--- config.mk ---
export PLATFORM = sky130hd
export DESIGN_NAME = obj_face_line_parser_flat
export DESIGN_NICKNAME = d
export VERILOG_FILES = /design/src/ofp_pkg.sv /design/src/ofp_if.sv /design/src/ofp_front.sv /design/src/ofp_queue.sv /design/src/ofp_back.sv /design/src/obj_face_line_parser.sv /design/src/flat_wrapper.sv
export SDC_FILE = /design/constraint.sdc
export NUM_CORES = 2
export LEC_CHECK = 0
export BUFFER_PORTS_ARGS = -buffer_cell sky130_fd_sc_hd__buf_4
export CAP_MARGIN = 20
export CORE_MARGIN = 1.5
export CORE_UTILIZATION = 33
export CTS_CLUSTER_DIAMETER = 120
export DETAILED_ROUTE_END_ITERATION = 10
export PLACE_DENSITY = 0.56
export SLEW_MARGIN = 20
export SYNTH_ARGS = -nofsm -noshare
export SYNTH_HDL_FRONTEND = slang
export SYNTH_SLANG_ARGS = --single-unit
--- constraint.sdc ---
create_clock -name clk -period 9.7 [get_ports clk]
set_clock_uncertainty 0.2 [all_clocks]
set_input_delay 1.94 -clock clk [delete_from_list [all_inputs] [get_ports clk]]
set_output_delay 1.94 -clock clk [all_outputs]
set_load 0.1 [all_outputs]
--- src/ofp_pkg.sv ---
// ----------------------------------------------------------------------------
// ofp_pkg
// Shared constants and types for the face line parser: character codes,
// parser phase and part codes, record kinds and the queue entry control word.
// ----------------------------------------------------------------------------
package ofp_pkg;

    localparam int INDEX_WIDTH_DEF = 24;
    localparam int COUNT_WIDTH_DEF = 16;
    localparam int QUEUE_DEPTH_DEF = 4;
    localparam int FACE_SIZE_WIDTH = 16;

    localparam logic [7:0] CHAR_NUL   = 8'h00;
    localparam logic [7:0] CHAR_TAB   = 8'h09;
    localparam logic [7:0] CHAR_LF    = 8'h0A;
    localparam logic [7:0] CHAR_CR    = 8'h0D;
    localparam logic [7:0] CHAR_SPACE = 8'h20;
    localparam logic [7:0] CHAR_PLUS  = 8'h2B;
    localparam logic [7:0] CHAR_MINUS = 8'h2D;
    localparam logic [7:0] CHAR_SLASH = 8'h2F;
    localparam logic [7:0] CHAR_ZERO  = 8'h30;
    localparam logic [7:0] CHAR_NINE  = 8'h39;

    localparam logic REC_CORNER = 1'b0;
    localparam logic REC_END    = 1'b1;

    typedef enum logic [1:0] {
        PH_BETWEEN,
        PH_START,
        PH_DIGITS,
        PH_SKIP
    } phase_t;

    typedef enum logic [1:0] {
        PART_POS,
        PART_TEX,
        PART_NORM
    } part_t;

    typedef struct packed {
        logic                       has_corner;
        logic                       triple;
        logic                       has_end;
        logic [FACE_SIZE_WIDTH-1:0] face_size;
    } entry_ctrl_t;

endpackage

--- src/ofp_if.sv ---
// ----------------------------------------------------------------------------
// ofp_in_if / ofp_out_if
// Valid/ready channels for the face line parser: text bytes in, records out.
// ----------------------------------------------------------------------------
interface ofp_in_if #(
    parameter int INDEX_WIDTH = ofp_pkg::INDEX_WIDTH_DEF
) ();
    logic                 valid;
    logic                 ready;
    logic [7:0]           text_byte;
    logic [INDEX_WIDTH:0] vertex_count;
    logic [INDEX_WIDTH:0] texcoord_count;
    logic [INDEX_WIDTH:0] normal_count;

    modport source (
        output valid, text_byte, vertex_count, texcoord_count, normal_count,
        input  ready
    );
    modport sink (
        input  valid, text_byte, vertex_count, texcoord_count, normal_count,
        output ready
    );
endinterface

interface ofp_out_if #(
    parameter int INDEX_WIDTH = ofp_pkg::INDEX_WIDTH_DEF
) ();
    logic                                valid;
    logic                                ready;
    logic                                record_kind;
    logic [INDEX_WIDTH-1:0]              pos_index;
    logic                                pos_present;
    logic [INDEX_WIDTH-1:0]              tex_index;
    logic                                tex_present;
    logic [INDEX_WIDTH-1:0]              normal_index;
    logic                                normal_present;
    logic                                index_error;
    logic [ofp_pkg::FACE_SIZE_WIDTH-1:0] face_size;
    logic                                run_last;

    modport source (
        output valid, record_kind, pos_index, pos_present, tex_index, tex_present,
               normal_index, normal_present, index_error, face_size, run_last,
        input  ready
    );
    modport sink (
        input  valid, record_kind, pos_index, pos_present, tex_index, tex_present,
               normal_index, normal_present, index_error, face_size, run_last,
        output ready
    );
endinterface

--- src/ofp_front.sv ---
// ----------------------------------------------------------------------------
// ofp_front
// Byte parser: splits corners into parts, fixes indices, tracks the first
// and previous corner and pushes one queue entry per byte that yields records.
// ----------------------------------------------------------------------------
module ofp_front #(
    parameter int INDEX_WIDTH = ofp_pkg::INDEX_WIDTH_DEF,
    parameter int COUNT_WIDTH = ofp_pkg::COUNT_WIDTH_DEF
) (
    input  logic                     clk,
    input  logic                     rst_n,
    input  logic                     cfg_wr_en,
    input  logic                     cfg_wr_data,
    ofp_in_if.sink                   text_in,
    input  logic                     queue_full,
    output logic                     push,
    output ofp_pkg::entry_ctrl_t     push_ctrl,
    output logic [3*INDEX_WIDTH+3:0] push_cur,
    output logic [3*INDEX_WIDTH+3:0] push_first,
    output logic [3*INDEX_WIDTH+3:0] push_prev
);
    import ofp_pkg::*;

    localparam int AW = INDEX_WIDTH + 1;
    localparam int PW = AW + 4;
    localparam logic [AW-1:0] MAG_MAX = {1'b1, {INDEX_WIDTH{1'b0}}};
    localparam logic [INDEX_WIDTH-1:0] IDX_MAX = '1;
    localparam logic [COUNT_WIDTH-1:0] COUNT_MAX = '1;

    typedef struct packed {
        logic                        err;
        logic [2:0]                  present;
        logic [2:0][INDEX_WIDTH-1:0] idx;
    } corner_t;

    logic                  triangulate_reg;
    phase_t                phase_reg, phase_next;
    part_t                 stage_reg, stage_next;
    logic [AW-1:0]         acc_reg, acc_next;
    logic                  neg_reg, neg_next;
    logic [2:0][AW-1:0]    raw_reg, raw_next;
    logic [2:0]            given_reg, given_next;
    corner_t               first_reg, first_next;
    corner_t               prev_reg, prev_next;
    logic [COUNT_WIDTH-1:0] count_reg, count_next;

    logic               accept;
    logic               is_end, is_delim, is_slash, is_digit;
    logic [3:0]         digit_val;
    logic               starting;
    phase_t             cur_phase;
    part_t              cur_stage;
    logic [AW-1:0]      cur_acc;
    logic               cur_neg;
    logic [2:0][AW-1:0] cur_raw;
    logic [2:0]         cur_given;
    logic [1:0]         sidx;
    logic [2:0][AW-1:0] counts;
    logic [AW-1:0]      sel_count;
    logic [AW-1:0]      diff, acc_dec;
    logic [AW-1:0]      fin_raw;
    logic [PW-1:0]      prod;
    logic [AW-1:0]      acc_digit;
    logic [2:0][AW-1:0] merged_raw;
    logic [2:0]         merged_given;
    corner_t            cur_corner;
    logic [COUNT_WIDTH-1:0] count_inc;
    logic [COUNT_WIDTH-1:0] count_after;
    logic [31:0]        count_ext;
    logic               emit_corner;

    // actions decoded from the byte and the parser phase
    logic   act_idle, act_finish, act_complete, act_end, act_restart, act_begin;
    part_t  begin_stage;
    logic   act_neg, act_pos, act_first_digit, act_digit, act_skip;

    assign accept         = text_in.valid && text_in.ready;
    assign text_in.ready  = !queue_full;

    assign is_end    = (text_in.text_byte == CHAR_LF) || (text_in.text_byte == CHAR_NUL);
    assign is_delim  = (text_in.text_byte == CHAR_SPACE) || (text_in.text_byte == CHAR_TAB)
                       || (text_in.text_byte == CHAR_CR);
    assign is_slash  = (text_in.text_byte == CHAR_SLASH);
    assign is_digit  = (text_in.text_byte >= CHAR_ZERO) && (text_in.text_byte <= CHAR_NINE);
    assign digit_val = 4'(text_in.text_byte - CHAR_ZERO);

    // a byte between corners that is neither a delimiter nor a line end opens a fresh corner
    assign starting  = (phase_reg == PH_BETWEEN);
    assign cur_phase = starting ? PH_START : phase_reg;
    assign cur_stage = starting ? PART_POS : stage_reg;
    assign cur_acc   = starting ? '0 : acc_reg;
    assign cur_neg   = starting ? 1'b0 : neg_reg;
    assign cur_raw   = starting ? '0 : raw_reg;
    assign cur_given = starting ? '0 : given_reg;

    assign counts[0] = text_in.vertex_count;
    assign counts[1] = text_in.texcoord_count;
    assign counts[2] = text_in.normal_count;

    always_comb
    begin
        unique case (cur_stage)
            PART_POS: sidx = 2'd0;
            PART_TEX: sidx = 2'd1;
            default:  sidx = 2'd2;
        endcase
    end

    assign sel_count = counts[sidx];
    assign diff      = sel_count - cur_acc;
    assign acc_dec   = cur_acc - AW'(1);

    // index fix of the part being closed; error flag sits above the index
    always_comb
    begin
        if (cur_acc == '0)
            fin_raw = '0;
        else if (!cur_neg)
            fin_raw = {1'b0, acc_dec[INDEX_WIDTH-1:0]};
        else if (cur_acc > sel_count)
            fin_raw = MAG_MAX;
        else if (diff[INDEX_WIDTH])
            fin_raw = {1'b0, IDX_MAX};
        else
            fin_raw = {1'b0, diff[INDEX_WIDTH-1:0]};
    end

    // acc * 10 + digit, saturating at the magnitude limit
    assign prod = ({4'b0, cur_acc} << 3) + ({4'b0, cur_acc} << 1) + PW'(digit_val);
    assign acc_digit = (prod > {4'b0, MAG_MAX}) ? MAG_MAX : prod[AW-1:0];

    always_comb
    begin
        act_idle        = 1'b0;
        act_finish      = 1'b0;
        act_complete    = 1'b0;
        act_end         = 1'b0;
        act_restart     = 1'b0;
        act_begin       = 1'b0;
        begin_stage     = PART_TEX;
        act_neg         = 1'b0;
        act_pos         = 1'b0;
        act_first_digit = 1'b0;
        act_digit       = 1'b0;
        act_skip        = 1'b0;
        if (starting && is_end)
            act_end = 1'b1;
        else if (starting && is_delim)
            act_idle = 1'b1;
        else if (is_end || is_delim)
        begin
            act_finish   = 1'b1;
            act_complete = 1'b1;
            act_end      = is_end;
        end
        else if (is_slash)
        begin
            unique case (cur_stage)
                PART_POS:
                begin
                    act_finish  = 1'b1;
                    act_begin   = 1'b1;
                    begin_stage = PART_TEX;
                end
                PART_TEX:
                begin
                    // "//" leaves the texcoord part absent
                    act_finish  = (cur_phase != PH_START);
                    act_begin   = 1'b1;
                    begin_stage = PART_NORM;
                end
                default:
                begin
                    // slash after the normal closes the corner and opens another
                    act_finish   = 1'b1;
                    act_complete = 1'b1;
                    act_restart  = 1'b1;
                end
            endcase
        end
        else
        begin
            unique case (cur_phase)
                PH_START:
                begin
                    if (text_in.text_byte == CHAR_MINUS)
                        act_neg = 1'b1;
                    else if (text_in.text_byte == CHAR_PLUS)
                        act_pos = 1'b1;
                    else if (is_digit)
                        act_first_digit = 1'b1;
                    else
                        act_skip = 1'b1;
                end
                PH_DIGITS:
                begin
                    if (is_digit)
                        act_digit = 1'b1;
                    else
                        act_skip = 1'b1;
                end
                default:
                begin
                    act_skip = 1'b0;
                end
            endcase
        end
    end

    always_comb
    begin
        merged_raw   = cur_raw;
        merged_given = cur_given;
        if (act_finish)
        begin
            merged_raw[sidx]   = fin_raw;
            merged_given[sidx] = 1'b1;
        end
    end

    always_comb
    begin
        cur_corner.err = 1'b0;
        for (int i = 0; i < 3; i++)
        begin
            cur_corner.present[i] = merged_given[i];
            cur_corner.idx[i]     = merged_given[i] ? merged_raw[i][INDEX_WIDTH-1:0] : '0;
            cur_corner.err        = cur_corner.err | (merged_given[i] & merged_raw[i][INDEX_WIDTH]);
        end
    end

    assign count_inc = (count_reg != COUNT_MAX) ? count_reg + COUNT_WIDTH'(1) : count_reg;

    // next state
    always_comb
    begin
        phase_next = phase_reg;
        stage_next = stage_reg;
        acc_next   = acc_reg;
        neg_next   = neg_reg;
        raw_next   = raw_reg;
        given_next = given_reg;
        first_next = first_reg;
        prev_next  = prev_reg;
        count_next = count_reg;
        if (accept && act_end)
        begin
            phase_next = PH_BETWEEN;
            stage_next = PART_POS;
            acc_next   = '0;
            neg_next   = 1'b0;
            raw_next   = '0;
            given_next = '0;
            first_next = '0;
            prev_next  = '0;
            count_next = '0;
        end
        else if (accept && !act_idle)
        begin
            phase_next = cur_phase;
            stage_next = cur_stage;
            acc_next   = cur_acc;
            neg_next   = cur_neg;
            raw_next   = merged_raw;
            given_next = merged_given;
            if (act_begin)
            begin
                stage_next = begin_stage;
                phase_next = PH_START;
                acc_next   = '0;
                neg_next   = 1'b0;
            end
            if (act_complete)
            begin
                if (count_reg == '0)
                    first_next = cur_corner;
                prev_next  = cur_corner;
                count_next = count_inc;
                phase_next = PH_BETWEEN;
            end
            if (act_restart)
            begin
                raw_next   = '0;
                given_next = 3'b001;
                stage_next = PART_TEX;
                phase_next = PH_START;
                acc_next   = '0;
                neg_next   = 1'b0;
            end
            if (act_neg)
            begin
                neg_next   = 1'b1;
                phase_next = PH_DIGITS;
            end
            if (act_pos)
                phase_next = PH_DIGITS;
            if (act_first_digit)
            begin
                acc_next   = AW'(digit_val);
                phase_next = PH_DIGITS;
            end
            if (act_digit)
                acc_next = acc_digit;
            if (act_skip)
                phase_next = PH_SKIP;
        end
    end

    // queue entry
    assign count_after = act_complete ? count_inc : count_reg;
    assign count_ext   = 32'(count_after);
    assign emit_corner = act_complete && (!triangulate_reg || (count_reg > COUNT_WIDTH'(1)));

    always_comb
    begin
        push                 = accept && (emit_corner || act_end);
        push_ctrl.has_corner = emit_corner;
        push_ctrl.triple     = triangulate_reg;
        push_ctrl.has_end    = act_end;
        push_ctrl.face_size  = (count_ext > 32'hFFFF) ? '1 : count_ext[FACE_SIZE_WIDTH-1:0];
        push_cur             = cur_corner;
        push_first           = (count_reg == '0) ? cur_corner : first_reg;
        push_prev            = prev_reg;
    end

    always_ff @(posedge clk or negedge rst_n)
    begin
        if (!rst_n)
        begin
            triangulate_reg <= 1'b1;
            phase_reg       <= PH_BETWEEN;
            stage_reg       <= PART_POS;
            acc_reg         <= '0;
            neg_reg         <= 1'b0;
            raw_reg         <= '0;
            given_reg       <= '0;
            first_reg       <= '0;
            prev_reg        <= '0;
            count_reg       <= '0;
        end
        else
        begin
            if (cfg_wr_en)
                triangulate_reg <= cfg_wr_data;
            phase_reg <= phase_next;
            stage_reg <= stage_next;
            acc_reg   <= acc_next;
            neg_reg   <= neg_next;
            raw_reg   <= raw_next;
            given_reg <= given_next;
            first_reg <= first_next;
            prev_reg  <= prev_next;
            count_reg <= count_next;
        end
    end

endmodule

--- src/ofp_queue.sv ---
// ----------------------------------------------------------------------------
// ofp_queue
// Small register FIFO between the parser and the record sequencer.
// ----------------------------------------------------------------------------
module ofp_queue #(
    parameter int WIDTH = 8,
    parameter int DEPTH = ofp_pkg::QUEUE_DEPTH_DEF
) (
    input  logic             clk,
    input  logic             rst_n,
    input  logic             push,
    input  logic [WIDTH-1:0] push_data,
    output logic             full,
    input  logic             pop,
    output logic             head_valid,
    output logic [WIDTH-1:0] head_data
);
    localparam int PTR_W = (DEPTH > 1) ? $clog2(DEPTH) : 1;
    localparam int CNT_W = $clog2(DEPTH + 1);

    logic [WIDTH-1:0] mem_reg [DEPTH];
    logic [PTR_W-1:0] wr_ptr_reg, wr_ptr_next;
    logic [PTR_W-1:0] rd_ptr_reg, rd_ptr_next;
    logic [CNT_W-1:0] count_reg, count_next;

    assign full       = (count_reg == CNT_W'(DEPTH));
    assign head_valid = (count_reg != '0);
    assign head_data  = mem_reg[rd_ptr_reg];

    always_comb
    begin
        wr_ptr_next = wr_ptr_reg;
        rd_ptr_next = rd_ptr_reg;
        count_next  = count_reg;
        if (push)
            wr_ptr_next = (wr_ptr_reg == PTR_W'(DEPTH - 1)) ? '0 : wr_ptr_reg + PTR_W'(1);
        if (pop)
            rd_ptr_next = (rd_ptr_reg == PTR_W'(DEPTH - 1)) ? '0 : rd_ptr_reg + PTR_W'(1);
        if (push && !pop)
            count_next = count_reg + CNT_W'(1);
        else if (pop && !push)
            count_next = count_reg - CNT_W'(1);
    end

    always_ff @(posedge clk or negedge rst_n)
    begin
        if (!rst_n)
        begin
            wr_ptr_reg <= '0;
            rd_ptr_reg <= '0;
            count_reg  <= '0;
        end
        else
        begin
            wr_ptr_reg <= wr_ptr_next;
            rd_ptr_reg <= rd_ptr_next;
            count_reg  <= count_next;
        end
    end

    always_ff @(posedge clk)
    begin
        if (push)
            mem_reg[wr_ptr_reg] <= push_data;
    end

endmodule

--- src/ofp_back.sv ---
// ----------------------------------------------------------------------------
// ofp_back
// Record sequencer: walks one queue entry into its corner and end records
// and holds each in the output register until transferred.
// ----------------------------------------------------------------------------
module ofp_back #(
    parameter int INDEX_WIDTH = ofp_pkg::INDEX_WIDTH_DEF
) (
    input  logic                     clk,
    input  logic                     rst_n,
    input  logic                     head_valid,
    input  ofp_pkg::entry_ctrl_t     head_ctrl,
    input  logic [3*INDEX_WIDTH+3:0] head_cur,
    input  logic [3*INDEX_WIDTH+3:0] head_first,
    input  logic [3*INDEX_WIDTH+3:0] head_prev,
    output logic                     pop,
    ofp_out_if.source                record_out
);
    import ofp_pkg::*;

    typedef struct packed {
        logic                        err;
        logic [2:0]                  present;
        logic [2:0][INDEX_WIDTH-1:0] idx;
    } corner_t;

    logic [1:0]                 step_reg, step_next;
    logic                       valid_reg;
    logic                       kind_reg;
    corner_t                    corner_reg;
    logic [FACE_SIZE_WIDTH-1:0] face_reg;
    logic                       last_reg;

    logic [2:0] n_corner, n_rec;
    logic       is_corner, is_last, out_free, load;
    corner_t    sel_corner;

    assign n_corner  = !head_ctrl.has_corner ? 3'd0 : (head_ctrl.triple ? 3'd3 : 3'd1);
    assign n_rec     = n_corner + {2'b0, head_ctrl.has_end};
    assign is_corner = ({1'b0, step_reg} < n_corner);
    assign is_last   = (({1'b0, step_reg} + 3'd1) == n_rec);
    assign out_free  = !valid_reg || record_out.ready;
    assign load      = out_free && head_valid;
    assign pop       = load && is_last;

    // fan order is first, previous, current
    always_comb
    begin
        if (!head_ctrl.triple)
            sel_corner = head_cur;
        else
        begin
            case (step_reg)
                2'd0:    sel_corner = head_first;
                2'd1:    sel_corner = head_prev;
                default: sel_corner = head_cur;
            endcase
        end
    end

    assign step_next = is_last ? 2'd0 : step_reg + 2'd1;

    always_ff @(posedge clk or negedge rst_n)
    begin
        if (!rst_n)
        begin
            valid_reg <= 1'b0;
            step_reg  <= 2'd0;
        end
        else if (load)
        begin
            valid_reg <= 1'b1;
            step_reg  <= step_next;
        end
        else if (record_out.ready)
            valid_reg <= 1'b0;
    end

    always_ff @(posedge clk)
    begin
        if (load)
        begin
            kind_reg   <= is_corner ? REC_CORNER : REC_END;
            corner_reg <= is_corner ? sel_corner : '0;
            face_reg   <= is_corner ? '0 : head_ctrl.face_size;
            last_reg   <= is_last;
        end
    end

    assign record_out.valid          = valid_reg;
    assign record_out.record_kind    = kind_reg;
    assign record_out.pos_index      = corner_reg.idx[0];
    assign record_out.pos_present    = corner_reg.present[0];
    assign record_out.tex_index      = corner_reg.idx[1];
    assign record_out.tex_present    = corner_reg.present[1];
    assign record_out.normal_index   = corner_reg.idx[2];
    assign record_out.normal_present = corner_reg.present[2];
    assign record_out.index_error    = corner_reg.err;
    assign record_out.face_size      = face_reg;
    assign record_out.run_last       = last_reg;

endmodule

--- src/obj_face_line_parser.sv ---
// ----------------------------------------------------------------------------
// obj_face_line_parser
// Face line corner parser with optional fan triangulation.
//
//   channel      dir  handshake      payload
//   text_in      in   valid/ready    text_byte, vertex/texcoord/normal counts
//   record_out   out  valid/ready    record fields, face_size, run_last
//   cfg_wr_*     in   write enable   triangulate
//
// One text byte per cycle is taken while the entry queue has room.
// The record sequencer sends one record per cycle while record_out is ready,
// so a byte that closes a triangle and the face yields four records there;
// the queue soaks this up. State is set by reset; there is no clearing pass.
// A stalled record_out fills the queue and then drops text_in.ready.
// ----------------------------------------------------------------------------
module obj_face_line_parser #(
    parameter int INDEX_WIDTH = ofp_pkg::INDEX_WIDTH_DEF,
    parameter int COUNT_WIDTH = ofp_pkg::COUNT_WIDTH_DEF,
    parameter int QUEUE_DEPTH = ofp_pkg::QUEUE_DEPTH_DEF
) (
    input  logic       clk,
    input  logic       rst_n,
    input  logic       cfg_wr_en,
    input  logic       cfg_wr_data,
    ofp_in_if.sink     text_in,
    ofp_out_if.source  record_out
);
    import ofp_pkg::*;

    localparam int CW = 3 * INDEX_WIDTH + 4;
    localparam int EW = $bits(entry_ctrl_t) + 3 * CW;

    logic              push, pop, queue_full, head_valid;
    entry_ctrl_t       push_ctrl, head_ctrl;
    logic [CW-1:0]     push_cur, push_first, push_prev;
    logic [CW-1:0]     head_cur, head_first, head_prev;
    logic [EW-1:0]     push_data, head_data;

    ofp_front #(
        .INDEX_WIDTH (INDEX_WIDTH),
        .COUNT_WIDTH (COUNT_WIDTH)
    ) u_front (
        .clk         (clk),
        .rst_n       (rst_n),
        .cfg_wr_en   (cfg_wr_en),
        .cfg_wr_data (cfg_wr_data),
        .text_in     (text_in),
        .queue_full  (queue_full),
        .push        (push),
        .push_ctrl   (push_ctrl),
        .push_cur    (push_cur),
        .push_first  (push_first),
        .push_prev   (push_prev)
    );

    assign push_data = {push_ctrl, push_cur, push_first, push_prev};

    ofp_queue #(
        .WIDTH (EW),
        .DEPTH (QUEUE_DEPTH)
    ) u_queue (
        .clk        (clk),
        .rst_n      (rst_n),
        .push       (push),
        .push_data  (push_data),
        .full       (queue_full),
        .pop        (pop),
        .head_valid (head_valid),
        .head_data  (head_data)
    );

    assign {head_ctrl, head_cur, head_first, head_prev} = head_data;

    ofp_back #(
        .INDEX_WIDTH (INDEX_WIDTH)
    ) u_back (
        .clk        (clk),
        .rst_n      (rst_n),
        .head_valid (head_valid),
        .head_ctrl  (head_ctrl),
        .head_cur   (head_cur),
        .head_first (head_first),
        .head_prev  (head_prev),
        .pop        (pop),
        .record_out (record_out)
    );

endmodule

--- src/flat_wrapper.sv ---
// flat-port wrapper written by rule: the top's interface ports become plain ports
module obj_face_line_parser_flat import ofp_pkg::*;
#(
    parameter int INDEX_WIDTH = ofp_pkg::INDEX_WIDTH_DEF,
    parameter int COUNT_WIDTH = ofp_pkg::COUNT_WIDTH_DEF,
    parameter int QUEUE_DEPTH = ofp_pkg::QUEUE_DEPTH_DEF
)
  (clk, rst_n, cfg_wr_en, cfg_wr_data, text_in_valid, text_in_text_byte, text_in_vertex_count, text_in_texcoord_count, text_in_normal_count, text_in_ready, record_out_valid, record_out_record_kind, record_out_pos_index, record_out_pos_present, record_out_tex_index, record_out_tex_present, record_out_normal_index, record_out_normal_present, record_out_index_error, record_out_face_size, record_out_run_last, record_out_ready);
  ofp_in_if #(.INDEX_WIDTH(INDEX_WIDTH)) text_in_i ();
  ofp_out_if #(.INDEX_WIDTH(INDEX_WIDTH)) record_out_i ();
  input  logic clk;
  input  logic rst_n;
  input  logic cfg_wr_en;
  input  logic cfg_wr_data;
  input wire logic [$bits(text_in_i.valid)-1:0] text_in_valid;
  input wire logic [$bits(text_in_i.text_byte)-1:0] text_in_text_byte;
  input wire logic [$bits(text_in_i.vertex_count)-1:0] text_in_vertex_count;
  input wire logic [$bits(text_in_i.texcoord_count)-1:0] text_in_texcoord_count;
  input wire logic [$bits(text_in_i.normal_count)-1:0] text_in_normal_count;
  output wire logic [$bits(text_in_i.ready)-1:0] text_in_ready;
  output wire logic [$bits(record_out_i.valid)-1:0] record_out_valid;
  output wire logic [$bits(record_out_i.record_kind)-1:0] record_out_record_kind;
  output wire logic [$bits(record_out_i.pos_index)-1:0] record_out_pos_index;
  output wire logic [$bits(record_out_i.pos_present)-1:0] record_out_pos_present;
  output wire logic [$bits(record_out_i.tex_index)-1:0] record_out_tex_index;
  output wire logic [$bits(record_out_i.tex_present)-1:0] record_out_tex_present;
  output wire logic [$bits(record_out_i.normal_index)-1:0] record_out_normal_index;
  output wire logic [$bits(record_out_i.normal_present)-1:0] record_out_normal_present;
  output wire logic [$bits(record_out_i.index_error)-1:0] record_out_index_error;
  output wire logic [$bits(record_out_i.face_size)-1:0] record_out_face_size;
  output wire logic [$bits(record_out_i.run_last)-1:0] record_out_run_last;
  input wire logic [$bits(record_out_i.ready)-1:0] record_out_ready;
  assign text_in_i.valid = text_in_valid;
  assign text_in_i.text_byte = text_in_text_byte;
  assign text_in_i.vertex_count = text_in_vertex_count;
  assign text_in_i.texcoord_count = text_in_texcoord_count;
  assign text_in_i.normal_count = text_in_normal_count;
  assign text_in_ready = text_in_i.ready;
  assign record_out_valid = record_out_i.valid;
  assign record_out_record_kind = record_out_i.record_kind;
  assign record_out_pos_index = record_out_i.pos_index;
  assign record_out_pos_present = record_out_i.pos_present;
  assign record_out_tex_index = record_out_i.tex_index;
  assign record_out_tex_present = record_out_i.tex_present;
  assign record_out_normal_index = record_out_i.normal_index;
  assign record_out_normal_present = record_out_i.normal_present;
  assign record_out_index_error = record_out_i.index_error;
  assign record_out_face_size = record_out_i.face_size;
  assign record_out_run_last = record_out_i.run_last;
  assign record_out_i.ready = record_out_ready;
  obj_face_line_parser #(.INDEX_WIDTH(INDEX_WIDTH), .COUNT_WIDTH(COUNT_WIDTH), .QUEUE_DEPTH(QUEUE_DEPTH)) u_core (.clk(clk), .rst_n(rst_n), .cfg_wr_en(cfg_wr_en), .cfg_wr_data(cfg_wr_data), .text_in(text_in_i), .record_out(record_out_i));
endmodule
==> flow_metrics.py <==
metrics = {
    "synth": {
        "synth_area_um2": 58700,
        "synthCells": 3941,
        "ys_seq_area_share_pct": 67.6,
        "synth_warnings": 0,
        "async_reset_ff_share_pct": 21.0,
        "synth_edf_count": 1082,
        "synth_flop_cell": "edfxtp_1",
        "ys_types": 83,
        "avgSynthCellArea_um2": 14.9,
        "ys_seq_elements": 1369,
        "synthesis.nets": 4122,
    },
    "layout": {
        "final_common_cell": "edfxtp_1",
        "seqCellArea_um2": 39700,
        "final_area_um2": 67900,
        "multi_input_area_um2": 18100,
        "largest_register_ffs": 988,
        "instances_no_fill": 6591,
        "fillers": 16500,
        "final_nets": 4307,
        "area_growth_pct": 15.7,
        "layout_common_cells": "edfxtp_1 (1082), nand2_1 (347), dfrtp_1 (283)",
        "drive_above_1_share_pct": 19.6,
    },
    "timing": {
        "finalCritPeriodShare_pct": 71.8,
        "max_freq_ghz": 0.144,
        "finalSetupTns_ps": 0,
        "fin_hold_ws_ps": 280,
        "final-setup-viol-count": 0,
        "worst_pin_slew_ps": 1110,
        "rsz0062_at_grt": "false",
        "final-max-slew-violation-count": 0,
        "hold_violations": 0,
        "relSlewSlack_pct": 25.8,
        "fin_crit_ps": 6960,
    },
    "cts": {
        "cts.reportedPaths.clkPinSlew_ps": 60,
        "hold_buffers": 0,
        "clk_latency_ps": 800,
        "cts_tree": "yes",
        "numCtsBuffers": 145,
        "cts_resized": 0,
        "cts_max_level": 4,
        "clock-sinks": 1369,
        "clock_path_buffers": 3,
        "root_buffer": "clkbuf_16",
        "postCtsSetupBuffers": 0,
    },
    "critical_path": {
        "arrival_ps": 7210,
        "timing.rr.start": "u_core.u_front.phase_reg[1]$_DFFE_PN0P_",
        "r2r_cells": 14,
        "startpoint_type": "flip-flop",
        "r2r-end": "u_core.u_queue.mem_reg[2][82]$_DFFE_PP_",
        "path_max_fanout": 26,
        "reg2reg_slack_ps": 2740,
        "setup.worst_path.class": "reg -> reg",
        "worst_ep_required_time_ps": 9950,
        "endpoint_kind": "flip-flop",
    },
    "detailed_routing": {
        "met3_length_mm": 12.0,
        "wl_mm": 171,
        "avgRoutedWirePerCell_um": 26.0,
        "viasPerCell": 5.53,
        "drt_iter0_markers": 3990,
        "wl_met1_mm": 74.1,
        "ant_nets": 0,
        "firstDrtPassIters": 8,
        "drc": 0,
        "dr.max_layer_used": "met5",
        "vias": 36400,
        "dr_wl_met2_mm": 79.9,
    },
    "power_and_ir_drop": {
        "peakVddDrop_uv": 238,
        "p_total_uw": 19300,
        "power_density_nw_per_um2": 285,
        "static-leakage-power_uw": 0.0241,
    },
    "global_route": {
        "grt.total_usage_pct": 18.8,
        "grt_max_degree": 121,
        "grt_pass1_wl_mm": 251,
        "grt_pass1_vias": 36400,
        "antenna_found_initial": 6,
        "overflow": 0,
    },
    "die": {
        "dieHeight_um": 425,
        "coreArea_um2": 176000,
        "dieArea_um2": 180000,
        "fp-row-count": 154,
        "start_util_pct": 33.3,
        "ios": 185,
        "die_w_um": 425,
    },
    "place": {
        "dpl_cell_area_um2": 63100,
        "portBuffers": 184,
        "gp_congestion": 0.909,
        "place.detailed.hpwl_mm": 107,
        "post-place-cells": 6318,
    },
    "hold_path": {
        "hold_class": "reg -> reg",
        "hold_path_depth": 2,
        "hold_path_end": "u_core.u_front.first_reg[75]$_DFFE_PN0P_",
        "min_from": "u_core.u_front.first_reg[75]$_DFFE_PN0P_",
    },
    "run_status": {
        "status": "complete, no violations",
    },
    "flow_run": {
        "drv_cap": 0,
    },
}
==> worst max-delay path by stage <==
stage                                                 start                                  endpoint  slack [ps]  cells after the start
finish              u_core.u_front.phase_reg[1]$_DFFE_PN0P_   u_core.u_queue.mem_reg[2][82]$_DFFE_PP_        2740                     14
global route        u_core.u_front.phase_reg[0]$_DFFE_PN0P_   u_core.u_queue.mem_reg[2][82]$_DFFE_PP_        2430                     14
CTS                 u_core.u_front.stage_reg[0]$_DFFE_PN0P_  u_core.u_queue.mem_reg[2][164]$_DFFE_PP_        2840                     13
detailed placement                text_in_texcoord_count[0]   u_core.u_queue.mem_reg[3][91]$_DFFE_PP_        2730                     14
global placement                  text_in_texcoord_count[0]  u_core.u_queue.mem_reg[0][119]$_DFFE_PP_        2780                     14
floorplan                                  record_out_ready   u_core.u_queue.count_reg[1]$_DFFE_PN0P_         840                      7
==> synthesized netlist by cell type (12+ instances only) <==
cell | n | share of area (%)
clkbuf_1 | 175 | 1.1
o21ai_1 | 14 | 0.12
o31ai_1 | 20 | 0.26
a22oi_1 | 122 | 1.6
and3_1 | 17 | 0.18
edfxtp_1 | 1082 | 55
nand4_1 | 18 | 0.19
a32oi_1 | 15 | 0.22
nor3_1 | 42 | 0.36
nand2_1 | 349 | 2.2
dfrtp_1 | 286 | 12
nand3_1 | 39 | 0.33
ha_1 | 89 | 1.9
o21a_1 | 12 | 0.15
a21o_1 | 34 | 0.43
a31oi_1 | 21 | 0.22
mux2_2 | 30 | 0.58
inv_1 | 71 | 0.45
o21ai_2 | 18 | 0.27
a22o_1 | 108 | 1.6
nor2_1 | 280 | 1.8
mux4_2 | 246 | 9.4
nor4_1 | 20 | 0.21
o22ai_1 | 56 | 0.60
nand2b_1 | 12 | 0.13
and2_1 | 43 | 0.46
xnor2_1 | 45 | 0.67
o21ai_0 | 240 | 2.0
xor2_1 | 27 | 0.40
a21oi_1 | 202 | 1.7
buf_1 | 40 | 0.26
==> final cells by class <==
| type | count | area share, % |
|---|---|---|
| Tap cell | 2340 | 4.31 |
| Sequential cell | 1369 | 58.4 |
| Clock buffer | 195 | 5.86 |
| Clock inverter | 74 | 1.25 |
| Antenna cell | 3 | 0.0111 |
| Multi-Input combinational cell | 2276 | 26.6 |
| Inverter | 72 | 0.398 |
| Timing Repair Buffer | 262 | 3.11 |
==> worst max-delay path, stage by stage, from the launching register on <==
cell and delay, ps:
dfrtp_1 580, or2_2 630, nand2_1 820, o22ai_1 320, a21oi_1 80, ha_1 420
a21o_1 200, a21o_1 200, a21o_1 210, a21oi_1 470, a31oi_4 270, o21ai_1 770
o221ai_2 340, a22oi_1 750, o21ai_0 330
==> kinds of logic (layout without fill, tap and decap cells) <==
kind of cell,count (synthesis),count (layout),share of synthesized area (%)
compound gates,972,972,10.9
xor+xnor,72,72,1.07
fa+ha+maj,92,92,2.00
buf+inv,296,603,1.92
flops,1369,1369,67.6
mux,282,282,10.1
other cells,0,3,0
simple gates,858,858,6.38
==> metal layers <==
layer,global-route usage [%],up-vias
met3,3.50,277
met2,29.6,1482
met4,6.11,4
met5,0,-
li1,-,15800
met1,26.1,18900
==> stage by stage <==
| step | util [%] | worst slack [ps] |
|---|---|---|
| after detailed placement | 35.7 | 2730 |
| after global placement | 35.7 | 2780 |
| after floorplan | - | 838 |
| after global routing | 38.5 | 2430 |
| after CTS | 38.5 | 2840 |
| final | 38.5 | 2740 |
==> report_power, final <==
group          total (µW)  internal (µW)  switching, µW
combinational        6730           1820           4910
sequential           6960           6760            204
clock                5630           3300           2330
total               19300          11900           7440
(Power assumes the default switching activity.)
